<file path="src/rtl/core/i2cm_pkg.sv">
// Shared types, codes and constants for the I2C master transaction sequencer.
`timescale 1ns / 1ps
`default_nettype none

package i2cm_pkg;

   // Default number of request slots in the ring
   localparam int QUEUE_DEPTH_DEF = 8;

   // Read/write bit in the address byte
   localparam logic [7:0] READ_BIT = 8'h01;

   // Request beat command codes
   typedef enum logic [1:0] {
      CMD_WRITE = 2'd0,
      CMD_READ  = 2'd1,
      CMD_EVENT = 2'd2,
      CMD_NOP   = 2'd3
   } cmd_type;

   // Bus actions requested from the controller
   typedef enum logic [2:0] {
      ACT_NONE  = 3'd0,
      ACT_START = 3'd1,
      ACT_TX    = 3'd2,
      ACT_RCEN  = 3'd3,
      ACT_ACK   = 3'd4,
      ACT_NACK  = 3'd5,
      ACT_STOP  = 3'd6
   } act_type;

   // Status reported with each response beat
   typedef enum logic [2:0] {
      STS_NONE      = 3'd0,
      STS_PENDING   = 3'd1,
      STS_COMPLETE  = 3'd2,
      STS_FAIL      = 3'd3,
      STS_ADDR_NACK = 3'd4,
      STS_DATA_NACK = 3'd5,
      STS_LOST      = 3'd6
   } sts_type;

   // Transaction sequencer states
   typedef enum logic [6:0] {
      SQ_IDLE      = 7'b0000001,
      SQ_SEND_ADDR = 7'b0000010,
      SQ_SEND_DATA = 7'b0000100,
      SQ_ACK_ADDR  = 7'b0001000,
      SQ_RCV_DATA  = 7'b0010000,
      SQ_ACK_RCV   = 7'b0100000,
      SQ_SEND_STOP = 7'b1000000
   } seq_type;

   // Class of a request beat after decode in the front end
   typedef enum logic [1:0] {
      KIND_ENQ    = 2'd0,
      KIND_EVENT  = 2'd1,
      KIND_IGNORE = 2'd2
   } kind_type;

   // Decoded request carried from the front end to the back end
   typedef struct packed {
      kind_type   kind;
      logic [7:0] addr_byte;
      logic [7:0] length;
      logic [7:0] tx_byte;
      logic       ack_missing;
      logic       write_collision;
      logic [7:0] rx_byte;
   } item_type;

endpackage

`default_nettype wire

</file>
<file path="src/rtl/core/i2cm_if.sv">
// Valid/ready channel interfaces for request and response beats.
`timescale 1ns / 1ps
`default_nettype none

interface i2cm_req_if;
   logic       valid;
   logic       ready;
   logic [1:0] cmd;
   logic [6:0] dev_address;
   logic [7:0] length;
   logic [7:0] tx_byte;
   logic       ack_missing;
   logic       write_collision;
   logic [7:0] rx_byte;

   modport source (
      output valid, cmd, dev_address, length, tx_byte, ack_missing, write_collision,
             rx_byte,
      input  ready
   );
   modport sink (
      input  valid, cmd, dev_address, length, tx_byte, ack_missing, write_collision,
             rx_byte,
      output ready
   );
endinterface

interface i2cm_rsp_if;
   logic       valid;
   logic       ready;
   logic [2:0] bus_action;
   logic [7:0] tx_data;
   logic [7:0] rx_data;
   logic       rx_valid;
   logic [2:0] status;
   logic       kick;
   logic       queue_empty;
   logic       queue_full;
   logic [7:0] error_count;

   modport source (
      output valid, bus_action, tx_data, rx_data, rx_valid, status, kick, queue_empty,
             queue_full, error_count,
      input  ready
   );
   modport sink (
      input  valid, bus_action, tx_data, rx_data, rx_valid, status, kick, queue_empty,
             queue_full, error_count,
      output ready
   );
endinterface

`default_nettype wire

</file>
<file path="src/rtl/core/i2cm_front.sv">
// Front end: decodes request beats into classified items for the command queue.
`timescale 1ns / 1ps
`default_nettype none

module i2cm_front (
   i2cm_req_if.sink            req_ch,
   output i2cm_pkg::item_type  push_item,
   output logic                push_valid,
   input  logic                push_ready
);

   i2cm_pkg::kind_type kind;
   logic [7:0]         rw_bit;

   // Classify the command and build the address byte
   always_comb begin
      rw_bit = 8'h00;
      unique case (i2cm_pkg::cmd_type'(req_ch.cmd)) inside
         i2cm_pkg::CMD_WRITE, i2cm_pkg::CMD_READ: begin
            kind = i2cm_pkg::KIND_ENQ;
            if (req_ch.cmd == i2cm_pkg::CMD_READ) begin
               rw_bit = i2cm_pkg::READ_BIT;
            end
         end
         i2cm_pkg::CMD_EVENT: begin
            kind = i2cm_pkg::KIND_EVENT;
         end
         default: begin
            kind = i2cm_pkg::KIND_IGNORE;
         end
      endcase
   end

   // Pack the item; stall the request side on a full queue
   always_comb begin
      push_item.kind            = kind;
      push_item.addr_byte       = {req_ch.dev_address, 1'b0} | rw_bit;
      push_item.length          = req_ch.length;
      push_item.tx_byte         = req_ch.tx_byte;
      push_item.ack_missing     = req_ch.ack_missing;
      push_item.write_collision = req_ch.write_collision;
      push_item.rx_byte         = req_ch.rx_byte;
   end

   assign push_valid   = req_ch.valid;
   assign req_ch.ready = push_ready;

endmodule

`default_nettype wire

</file>
<file path="src/rtl/core/i2cm_cmd_queue.sv">
// Two-entry queue of decoded items between the front end and the back end.
`timescale 1ns / 1ps
`default_nettype none

module i2cm_cmd_queue (
   input  logic               clock,
   input  logic               reset,
   input  i2cm_pkg::item_type push_item,
   input  logic               push_valid,
   output logic               push_ready,
   output i2cm_pkg::item_type pop_item,
   output logic               pop_valid,
   input  logic               pop_ready
);

   i2cm_pkg::item_type slot_ff [2];
   logic               wr_ptr_ff;
   logic               rd_ptr_ff;
   logic [1:0]         count_ff;
   logic [1:0]         count_in;
   logic               push_fire;
   logic               pop_fire;

   assign push_ready = (count_ff != 2'd2);
   assign pop_valid  = (count_ff != 2'd0);
   assign pop_item   = slot_ff[rd_ptr_ff];
   assign push_fire  = push_valid && push_ready;
   assign pop_fire   = pop_valid && pop_ready;

   // Track occupancy
   always_comb begin
      count_in = count_ff;
      if (push_fire && !pop_fire) begin
         count_in = count_ff + 2'd1;
      end else if (pop_fire && !push_fire) begin
         count_in = count_ff - 2'd1;
      end
   end

   // Advance pointers and occupancy
   always_ff @(posedge clock) begin
      if (reset) begin
         wr_ptr_ff <= 1'b0;
         rd_ptr_ff <= 1'b0;
         count_ff  <= 2'd0;
      end else begin
         count_ff <= count_in;
         if (push_fire) begin
            wr_ptr_ff <= ~wr_ptr_ff;
         end
         if (pop_fire) begin
            rd_ptr_ff <= ~rd_ptr_ff;
         end
      end
   end

   // Hold the payload
   always_ff @(posedge clock) begin
      if (push_fire) begin
         slot_ff[wr_ptr_ff] <= push_item;
      end
   end

endmodule

`default_nettype wire

</file>
<file path="src/rtl/core/i2cm_back.sv">
// Back end: request ring, transaction sequencer, error count and response register.
`timescale 1ns / 1ps
`default_nettype none

module i2cm_back #(
   parameter int QUEUE_DEPTH = i2cm_pkg::QUEUE_DEPTH_DEF
) (
   input  logic               clock,
   input  logic               reset,
   input  i2cm_pkg::item_type pop_item,
   input  logic               pop_valid,
   output logic               pop_ready,
   i2cm_rsp_if.source         rsp_ch
);

   localparam int IDX_W = $clog2(QUEUE_DEPTH);
   localparam logic [IDX_W-1:0] LAST_IDX = IDX_W'(QUEUE_DEPTH - 1);

   // Ring storage: address byte over length
   logic [15:0]         ring_mem [QUEUE_DEPTH];
   logic [15:0]         rd_ff;

   i2cm_pkg::item_type  item_ff;
   logic                busy_ff;
   logic                fetch;
   logic                exec;

   i2cm_pkg::seq_type   seq_ff, seq_in;
   logic [IDX_W-1:0]    head_ff, head_in;
   logic [IDX_W-1:0]    tail_ff, tail_in;
   logic                empty_ff, empty_in;
   logic                full_ff, full_in;
   logic [7:0]          cab_ff, cab_in;
   logic [7:0]          rem_ff, rem_in;
   logic [7:0]          err_ff, err_in;
   logic [7:0]          rem_dec;
   logic [IDX_W-1:0]    head_nxt;
   logic [IDX_W-1:0]    tail_nxt;
   logic                wr_en;

   i2cm_pkg::act_type   act_ff, act_in;
   i2cm_pkg::sts_type   sts_ff, sts_in;
   logic [7:0]          txd_ff, txd_in;
   logic [7:0]          rxd_ff, rxd_in;
   logic                rxv_ff, rxv_in;
   logic                kick_ff, kick_in;
   logic                qe_ff, qf_ff;
   logic                rsp_valid_ff;

   function automatic logic [IDX_W-1:0] next_slot(input logic [IDX_W-1:0] idx);
      logic [IDX_W-1:0] nxt;
      nxt = (idx == LAST_IDX) ? '0 : idx + IDX_W'(1);
      return nxt;
   endfunction

   // Fetch one item, then execute once the response slot is free
   assign pop_ready = !busy_ff;
   assign fetch     = pop_valid && !busy_ff;
   assign exec      = busy_ff && (!rsp_valid_ff || rsp_ch.ready);
   assign head_nxt  = next_slot(head_ff);
   assign tail_nxt  = next_slot(tail_ff);
   assign rem_dec   = rem_ff - 8'd1;

   // Step the ring and the sequencer for the fetched item
   always_comb begin
      seq_in   = seq_ff;
      head_in  = head_ff;
      tail_in  = tail_ff;
      empty_in = empty_ff;
      full_in  = full_ff;
      cab_in   = cab_ff;
      rem_in   = rem_ff;
      err_in   = err_ff;
      wr_en    = 1'b0;
      act_in   = i2cm_pkg::ACT_NONE;
      sts_in   = i2cm_pkg::STS_NONE;
      txd_in   = 8'h00;
      rxd_in   = 8'h00;
      rxv_in   = 1'b0;
      kick_in  = 1'b0;
      unique case (item_ff.kind)
         i2cm_pkg::KIND_ENQ: begin
            if (!full_ff) begin
               wr_en    = 1'b1;
               tail_in  = tail_nxt;
               empty_in = 1'b0;
               full_in  = (head_ff == tail_nxt);
               sts_in   = i2cm_pkg::STS_PENDING;
               kick_in  = (seq_ff == i2cm_pkg::SQ_IDLE);
            end else begin
               sts_in = i2cm_pkg::STS_FAIL;
            end
         end
         i2cm_pkg::KIND_EVENT: begin
            if (item_ff.write_collision) begin
               seq_in = i2cm_pkg::SQ_IDLE;
               sts_in = i2cm_pkg::STS_FAIL;
            end else begin
               unique case (seq_ff)
                  i2cm_pkg::SQ_IDLE: begin
                     if (!empty_ff) begin
                        cab_in   = rd_ff[15:8];
                        rem_in   = rd_ff[7:0];
                        head_in  = head_nxt;
                        full_in  = 1'b0;
                        empty_in = (head_nxt == tail_ff);
                        act_in   = i2cm_pkg::ACT_START;
                        seq_in   = i2cm_pkg::SQ_SEND_ADDR;
                     end
                  end
                  i2cm_pkg::SQ_SEND_ADDR: begin
                     act_in = i2cm_pkg::ACT_TX;
                     txd_in = cab_ff;
                     seq_in = ((cab_ff & i2cm_pkg::READ_BIT) != 8'h00)
                              ? i2cm_pkg::SQ_ACK_ADDR : i2cm_pkg::SQ_SEND_DATA;
                  end
                  i2cm_pkg::SQ_SEND_DATA: begin
                     if (item_ff.ack_missing) begin
                        err_in = err_ff + 8'd1;
                        act_in = i2cm_pkg::ACT_STOP;
                        sts_in = i2cm_pkg::STS_DATA_NACK;
                        seq_in = i2cm_pkg::SQ_IDLE;
                     end else if (rem_ff == 8'd0) begin
                        act_in = i2cm_pkg::ACT_STOP;
                        sts_in = i2cm_pkg::STS_COMPLETE;
                        seq_in = i2cm_pkg::SQ_IDLE;
                     end else begin
                        rem_in = rem_dec;
                        act_in = i2cm_pkg::ACT_TX;
                        txd_in = item_ff.tx_byte;
                     end
                  end
                  i2cm_pkg::SQ_ACK_ADDR: begin
                     if (item_ff.ack_missing) begin
                        err_in = err_ff + 8'd1;
                        act_in = i2cm_pkg::ACT_STOP;
                        sts_in = i2cm_pkg::STS_ADDR_NACK;
                        seq_in = i2cm_pkg::SQ_IDLE;
                     end else begin
                        act_in = i2cm_pkg::ACT_RCEN;
                        seq_in = i2cm_pkg::SQ_ACK_RCV;
                     end
                  end
                  i2cm_pkg::SQ_RCV_DATA: begin
                     act_in = i2cm_pkg::ACT_RCEN;
                     seq_in = i2cm_pkg::SQ_ACK_RCV;
                  end
                  i2cm_pkg::SQ_ACK_RCV: begin
                     rxd_in = item_ff.rx_byte;
                     rxv_in = 1'b1;
                     rem_in = rem_dec;
                     if (rem_dec != 8'd0) begin
                        act_in = i2cm_pkg::ACT_ACK;
                        seq_in = i2cm_pkg::SQ_RCV_DATA;
                     end else begin
                        act_in = i2cm_pkg::ACT_NACK;
                        seq_in = i2cm_pkg::SQ_SEND_STOP;
                     end
                  end
                  i2cm_pkg::SQ_SEND_STOP: begin
                     act_in = i2cm_pkg::ACT_STOP;
                     sts_in = i2cm_pkg::STS_COMPLETE;
                     seq_in = i2cm_pkg::SQ_IDLE;
                  end
                  default: begin
                     // Corrupted state: count it and drop the transfer
                     err_in = err_ff + 8'd1;
                     act_in = i2cm_pkg::ACT_STOP;
                     sts_in = i2cm_pkg::STS_LOST;
                     seq_in = i2cm_pkg::SQ_IDLE;
                  end
               endcase
            end
         end
         default: begin
         end
      endcase
   end

   // Control state and response valid
   always_ff @(posedge clock) begin
      if (reset) begin
         busy_ff      <= 1'b0;
         rsp_valid_ff <= 1'b0;
         seq_ff       <= i2cm_pkg::SQ_IDLE;
         head_ff      <= '0;
         tail_ff      <= '0;
         empty_ff     <= 1'b1;
         full_ff      <= 1'b0;
         cab_ff       <= 8'h00;
         rem_ff       <= 8'h00;
         err_ff       <= 8'h00;
      end else begin
         if (fetch) begin
            busy_ff <= 1'b1;
         end
         if (exec) begin
            busy_ff      <= 1'b0;
            rsp_valid_ff <= 1'b1;
            seq_ff       <= seq_in;
            head_ff      <= head_in;
            tail_ff      <= tail_in;
            empty_ff     <= empty_in;
            full_ff      <= full_in;
            cab_ff       <= cab_in;
            rem_ff       <= rem_in;
            err_ff       <= err_in;
         end else if (rsp_ch.ready) begin
            rsp_valid_ff <= 1'b0;
         end
      end
   end

   // Ring memory: write at tail on execute, registered read of head on fetch
   always_ff @(posedge clock) begin
      if (exec && wr_en) begin
         ring_mem[tail_ff] <= {item_ff.addr_byte, item_ff.length};
      end
      if (fetch) begin
         rd_ff <= ring_mem[head_ff];
      end
   end

   // Item and response payload
   always_ff @(posedge clock) begin
      if (fetch) begin
         item_ff <= pop_item;
      end
      if (exec) begin
         act_ff  <= act_in;
         sts_ff  <= sts_in;
         txd_ff  <= txd_in;
         rxd_ff  <= rxd_in;
         rxv_ff  <= rxv_in;
         kick_ff <= kick_in;
         qe_ff   <= empty_in;
         qf_ff   <= full_in;
      end
   end

   assign rsp_ch.valid       = rsp_valid_ff;
   assign rsp_ch.bus_action  = act_ff;
   assign rsp_ch.tx_data     = txd_ff;
   assign rsp_ch.rx_data     = rxd_ff;
   assign rsp_ch.rx_valid    = rxv_ff;
   assign rsp_ch.status      = sts_ff;
   assign rsp_ch.kick        = kick_ff;
   assign rsp_ch.queue_empty = qe_ff;
   assign rsp_ch.queue_full  = qf_ff;
   assign rsp_ch.error_count = err_ff;

endmodule

`default_nettype wire

</file>
<file path="src/rtl/core/i2c_master_transaction_sequencer_unit.sv">
// Top level of the I2C master transaction sequencer.
`timescale 1ns / 1ps
`default_nettype none

// Every request beat (enqueue write, enqueue read, bus controller event or an
// ignored code) yields exactly one response beat, in order. A beat is decoded
// in the front end and parked in a two-entry command queue, so the request side
// keeps flowing, until the queue fills, while a response waits to be taken.
// The back end takes one item at a time, fetching the next only after the
// last is executed: first the registered read of the head slot of the
// request ring memory, then, once the response register is free, the
// sequencer step and the load of the response register. Requests hold a
// 7-bit address and a byte length; QUEUE_DEPTH sets the number of ring
// slots. No clearing pass is needed after reset.
module i2c_master_transaction_sequencer_unit #(
   parameter int QUEUE_DEPTH = i2cm_pkg::QUEUE_DEPTH_DEF
) (
   input  logic       clock,
   input  logic       reset,
   i2cm_req_if.sink   req_ch,
   i2cm_rsp_if.source rsp_ch
);

   i2cm_pkg::item_type push_item;
   logic               push_valid;
   logic               push_ready;
   i2cm_pkg::item_type pop_item;
   logic               pop_valid;
   logic               pop_ready;

   i2cm_front u_front (
      .req_ch     (req_ch),
      .push_item  (push_item),
      .push_valid (push_valid),
      .push_ready (push_ready)
   );

   i2cm_cmd_queue u_queue (
      .clock      (clock),
      .reset      (reset),
      .push_item  (push_item),
      .push_valid (push_valid),
      .push_ready (push_ready),
      .pop_item   (pop_item),
      .pop_valid  (pop_valid),
      .pop_ready  (pop_ready)
   );

   i2cm_back #(
      .QUEUE_DEPTH (QUEUE_DEPTH)
   ) u_back (
      .clock     (clock),
      .reset     (reset),
      .pop_item  (pop_item),
      .pop_valid (pop_valid),
      .pop_ready (pop_ready),
      .rsp_ch    (rsp_ch)
   );

endmodule

`default_nettype wire

</file>
<file path="src/flat_wrapper.sv">
// flat-port wrapper written by rule: the top's interface ports become plain ports
module i2c_master_transaction_sequencer_unit_flat 
#(
   parameter int QUEUE_DEPTH = i2cm_pkg::QUEUE_DEPTH_DEF
)
  (clock, reset, req_ch_valid, req_ch_cmd, req_ch_dev_address, req_ch_length, req_ch_tx_byte, req_ch_ack_missing, req_ch_write_collision, req_ch_rx_byte, req_ch_ready, rsp_ch_valid, rsp_ch_bus_action, rsp_ch_tx_data, rsp_ch_rx_data, rsp_ch_rx_valid, rsp_ch_status, rsp_ch_kick, rsp_ch_queue_empty, rsp_ch_queue_full, rsp_ch_error_count, rsp_ch_ready);
  i2cm_req_if req_ch_i ();
  i2cm_rsp_if rsp_ch_i ();
  input  logic clock;
  input  logic reset;
  input wire logic [$bits(req_ch_i.valid)-1:0] req_ch_valid;
  input wire logic [$bits(req_ch_i.cmd)-1:0] req_ch_cmd;
  input wire logic [$bits(req_ch_i.dev_address)-1:0] req_ch_dev_address;
  input wire logic [$bits(req_ch_i.length)-1:0] req_ch_length;
  input wire logic [$bits(req_ch_i.tx_byte)-1:0] req_ch_tx_byte;
  input wire logic [$bits(req_ch_i.ack_missing)-1:0] req_ch_ack_missing;
  input wire logic [$bits(req_ch_i.write_collision)-1:0] req_ch_write_collision;
  input wire logic [$bits(req_ch_i.rx_byte)-1:0] req_ch_rx_byte;
  output wire logic [$bits(req_ch_i.ready)-1:0] req_ch_ready;
  output wire logic [$bits(rsp_ch_i.valid)-1:0] rsp_ch_valid;
  output wire logic [$bits(rsp_ch_i.bus_action)-1:0] rsp_ch_bus_action;
  output wire logic [$bits(rsp_ch_i.tx_data)-1:0] rsp_ch_tx_data;
  output wire logic [$bits(rsp_ch_i.rx_data)-1:0] rsp_ch_rx_data;
  output wire logic [$bits(rsp_ch_i.rx_valid)-1:0] rsp_ch_rx_valid;
  output wire logic [$bits(rsp_ch_i.status)-1:0] rsp_ch_status;
  output wire logic [$bits(rsp_ch_i.kick)-1:0] rsp_ch_kick;
  output wire logic [$bits(rsp_ch_i.queue_empty)-1:0] rsp_ch_queue_empty;
  output wire logic [$bits(rsp_ch_i.queue_full)-1:0] rsp_ch_queue_full;
  output wire logic [$bits(rsp_ch_i.error_count)-1:0] rsp_ch_error_count;
  input wire logic [$bits(rsp_ch_i.ready)-1:0] rsp_ch_ready;
  assign req_ch_i.valid = req_ch_valid;
  assign req_ch_i.cmd = req_ch_cmd;
  assign req_ch_i.dev_address = req_ch_dev_address;
  assign req_ch_i.length = req_ch_length;
  assign req_ch_i.tx_byte = req_ch_tx_byte;
  assign req_ch_i.ack_missing = req_ch_ack_missing;
  assign req_ch_i.write_collision = req_ch_write_collision;
  assign req_ch_i.rx_byte = req_ch_rx_byte;
  assign req_ch_ready = req_ch_i.ready;
  assign rsp_ch_valid = rsp_ch_i.valid;
  assign rsp_ch_bus_action = rsp_ch_i.bus_action;
  assign rsp_ch_tx_data = rsp_ch_i.tx_data;
  assign rsp_ch_rx_data = rsp_ch_i.rx_data;
  assign rsp_ch_rx_valid = rsp_ch_i.rx_valid;
  assign rsp_ch_status = rsp_ch_i.status;
  assign rsp_ch_kick = rsp_ch_i.kick;
  assign rsp_ch_queue_empty = rsp_ch_i.queue_empty;
  assign rsp_ch_queue_full = rsp_ch_i.queue_full;
  assign rsp_ch_error_count = rsp_ch_i.error_count;
  assign rsp_ch_i.ready = rsp_ch_ready;
  i2c_master_transaction_sequencer_unit #(.QUEUE_DEPTH(QUEUE_DEPTH)) u_core (.clock(clock), .reset(reset), .req_ch(req_ch_i), .rsp_ch(rsp_ch_i));
endmodule
</file>
<file path="config.mk">
export PLATFORM = sky130hd
export DESIGN_NAME = i2c_master_transaction_sequencer_unit_flat
export DESIGN_NICKNAME = d
export VERILOG_FILES = /design/src/rtl/core/i2cm_pkg.sv /design/src/rtl/core/i2cm_if.sv /design/src/rtl/core/i2cm_front.sv /design/src/rtl/core/i2cm_cmd_queue.sv /design/src/rtl/core/i2cm_back.sv /design/src/rtl/core/i2c_master_transaction_sequencer_unit.sv /design/src/flat_wrapper.sv
export SDC_FILE = /design/constraint.sdc
export NUM_CORES = 1
export LEC_CHECK = 0
export BUFFER_PORTS_ARGS = -buffer_cell sky130_fd_sc_hd__buf_2
export CORE_MARGIN = 10
export CORE_UTILIZATION = 60
export CTS_CLUSTER_SIZE = 30
export DETAILED_ROUTE_END_ITERATION = 10
export PLACE_DENSITY = 0.79
export SETUP_SLACK_MARGIN = 0.2
export SLEW_MARGIN = 25
export SYNTH_ARGS = -nofsm -noshare
export SYNTH_HDL_FRONTEND = slang
export SYNTH_HIERARCHICAL = 1
export SYNTH_SLANG_ARGS = --single-unit
export TNS_END_PERCENT = 100
</file>
<file path="constraint.sdc">
create_clock -name clock -period 3.9 [get_ports clock]
set_input_delay 0 -clock clock [delete_from_list [all_inputs] [get_ports clock]]
set_output_delay 0 -clock clock [all_outputs]
set_load 0.01 [all_outputs]
</file>
==> flow_summary.ini <==
[pwr]
seqPwrFrac_pct = 55.4
clkPwrFrac_pct = 31.9
combPwrFrac_pct = 12.7
power.internal_w = 0.00669
max-vdd-ir-drop_mv = 0.428
switching_share_pct = 25.2
p_sw_w = 0.00225
leakage_nw = 4.95
cellPowerDensity_nw_per_um2 = 607

[sta]
rsz0062_at_grt = no
final_max_slew_viol_count = 0
setup_viol = 0
hold_viol = 0
skew_ns = 0.0100
tightest_slew_ns = 0.953
finalCritPeriodShare_pct = 62.2
tns_ns = 0
slew_headroom_pct = 36.5
fin_crit_ns = 2.43
max_freq_mhz = 412

[hold_path]
holdCritPathClass = in2reg

[setup_path]
crit_type = reg2reg
critical_path.max_fanout = 16
crit_required_ns = 4.13
worstPathArrival_ns = 2.65
crit_chain = nor3_1, nand2_1, nor3_2, buf_4
cp-end-kind = flip-flop
slowest_stage = nor3_1
cpPeakStageDelay_ns = 0.61
startpoint_type = flip-flop

[synth]
synthesis.nets = 849
synth_top_area_cell = edfxtp_1
ys_warn_count = 6
ys.flop_type = edfxtp_1
netlist_area_um2 = 13000
synth_top_area_share_pct = 64.2
syn_area_per_cell_um2 = 16.2
synth.ff_latch_count = 324
synth_cells = 802
synth_edf_count = 278
synth.area.top_cells = edfxtp_1 64%, dfxtp_1 7.1%, mux4_2 5.5%
ys_async_sr_fraction_pct = 0
synth-seq-area-share_pct = 71.3
yosys.cell_types.count = 64

[die]
die_w_um = 167
die_h_um = 167
num_rows = 53
core-area_um2 = 21200
start_util_pct = 61.4
fp.dieArea_um2 = 28000
ios = 75

[finish]
layout-drive-gt1-share_pct = 27.1
insertedDiodeCount = 0
num-nets-final = 934
syn2layout_area_growth_pct = 13.4
final_area_um2 = 14700
fill_cells = 1278

[detailed_routing]
drc_errors = 0
wirelength_um = 24600
ant_nets = 0
firstDrtPassIters = 7
drtIter0Drc = 584
via_per_inst = 5.93
avgRoutedWirePerCell_um = 20.8
vias = 7026

[clock_network]
clock_sinks = 324
ctsResizeCount = 0
postCtsHoldBufs = 38
post_cts_buffers = 0
cts_root_buf = clkbuf_16
cts_buffer_depth = 3
insertion_delay_ns = 0.56
path_clk_slew_ns = 0.06
htreeDepth = 1
cts_buffers = 31
cts_tree = built

[placed_design]
place_hpwl_um = 14800
gp_congestion = 0.871
numPortBuffers = 74
placed_cell_area_um2 = 13400

[grt]
grt_antenna_before_repair = 0
grt_pass1_vias = 7229
grt.total_usage_pct = 17.3
overflow = 0
grt_max_degree = 51
grt_pass1_wl_um = 39500

[outcome]
status = finished, final reports clean

[run]
cap_violations = 0
[path summary, 6_finish.rpt]
path / slack [ns] / from / depth (start not counted) / to
setup / recovery: 1.47 / u_core/u_back/item_ff[34]$_DFFE_PP_ / 4 / u_core/u_back/ring_mem[2][1]$_DFFE_PP_
hold / removal: 0.07 / reset / 2 / u_core/u_queue/rd_ptr_ff$_SDFFE_PP0P_
setup reg to reg: 1.47 / u_core/u_back/item_ff[34]$_DFFE_PP_ / 4 / u_core/u_back/ring_mem[2][1]$_DFFE_PP_
hold reg to reg: 0.46 / u_core/u_back/cab_ff[7]$_SDFFE_PP0P_ / 2 / u_core/u_back/cab_ff[7]$_SDFFE_PP0P_
[kinds of logic after synthesis]
kind of cell	count (synthesis)	synth area share, %
flops	324	71.3
xor+xnor	12	0.809
simple gates	188	7.82
compound gates	94	4.54
buf+inv	83	3.95
fa+ha+maj	8	0.770
mux	93	10.8
[area by class of cell]
class / count / area, um^2 / share of cell area (%)
clock inverter: 19 / 176 / 1.20
sequential: 324 / 9270 / 62.9
clock buffer: 37 / 798 / 5.42
multi-input combinational: 395 / 3250 / 22.1
tap: 275 / 344 / 2.34
inverter: 8 / 30.0 / 0.204
timing repair buffer: 127 / 863 / 5.86
[worst max-delay path, delay by kind of cell (launching register included)]
family	cells	cell delay, ns
and+or+nand+nor	3	1.26
buffers and inverters	1	0.32
DFF	1	0.49
[metal layers]
layer / part of all wire (%) / GRT usage, %
met1: 40 / 21.3
met2: 51 / 30.2
met3: 5.3 / 3.02
met4: 3.1 / 5.83
met5: 0 / 0
[per-stage QoR]
stage	instances	setup WS, ns	util [%]	total power, W	hold WS [ns]
after floorplan	802	0.463	-	0.00569	0.0691
after global placement	1091	1.61	63.2	0.00604	0.187
after detailed placement	1091	1.53	63.2	0.00613	0.191
after CTS	1185	1.52	69.7	0.00901	0.0604
after global routing	1185	1.33	69.7	0.00932	0.104
final	1185	1.47	69.7	0.00895	0.0747
[power by group through the flow]
stage	logic [W]	clock network, W	registers, W
floorplan	0.000752	0	0.00494
global route	0.00124	0.00305	0.00502
detailed placement	0.00111	0	0.00502
finish	0.00114	0.00285	0.00496
CTS	0.00115	0.00290	0.00496
global placement	0.00106	0	0.00498
[registers in the layout, indices dropped and copies added, names as in the netlist, 7 cells and up, named ones only]
| name | count |
|---|---|
| u_core/u_back/ring_mem | 128 |
| u_core/u_queue/slot_ff | 72 |
| u_core/u_back/item_ff | 36 |
| u_core/u_back/rd_ff | 16 |
| u_core/u_back/cab_ff | 8 |
| u_core/u_back/rem_ff | 8 |
| u_core/u_back/rsp_ch.error_count | 8 |
| u_core/u_back/rsp_ch.rx_data | 8 |
| u_core/u_back/rsp_ch.tx_data | 8 |
| u_core/u_back/seq_ff | 7 |
[cell usage in the layout (no fill, tap or decap), types with 4 or more instances in the layout]
master	count
buf_4	15
nor2b_1	5
clkbuf_1	6
edfxtp_1	278
clkinv_2	8
inv_1	8
dfxtp_1	45
o31ai_1	5
and2_1	11
dlygate4sd3_1	38
nor4_1	5
mux4_2	32
a22oi_1	10
or4_1	6
mux2_2	59
or3_1	7
nand2_1	41
nand3_1	20
a21oi_1	44
buf_2	74
xor2_1	8
nor3_2	5
nor3_1	10
nand2b_1	6
o21ai_0	12
ha_1	8
clkinv_1	7
xnor2_1	4
clkbuf_16	31
nor2_1	42
[cells in the mapped netlist, types with 4 or more instances]
cell	instances
a21oi_1	44
o31ai_1	5
nor3_1	14
nor2_1	42
buf_2	8
clkbuf_1	19
xor2_1	8
or4_1	6
mux2_2	59
dfxtp_1	46
xnor2_1	4
inv_1	8
and2_1	11
nor4_1	6
nand2b_1	6
o21ai_0	12
nand2_1	41
mux4_2	32
nor2b_1	6
edfxtp_1	278
a22oi_1	10
nand3_1	20
buf_4	42
or3_1	7
ha_1	8
and3_1	4
Power figures use the tool's default switching activity.
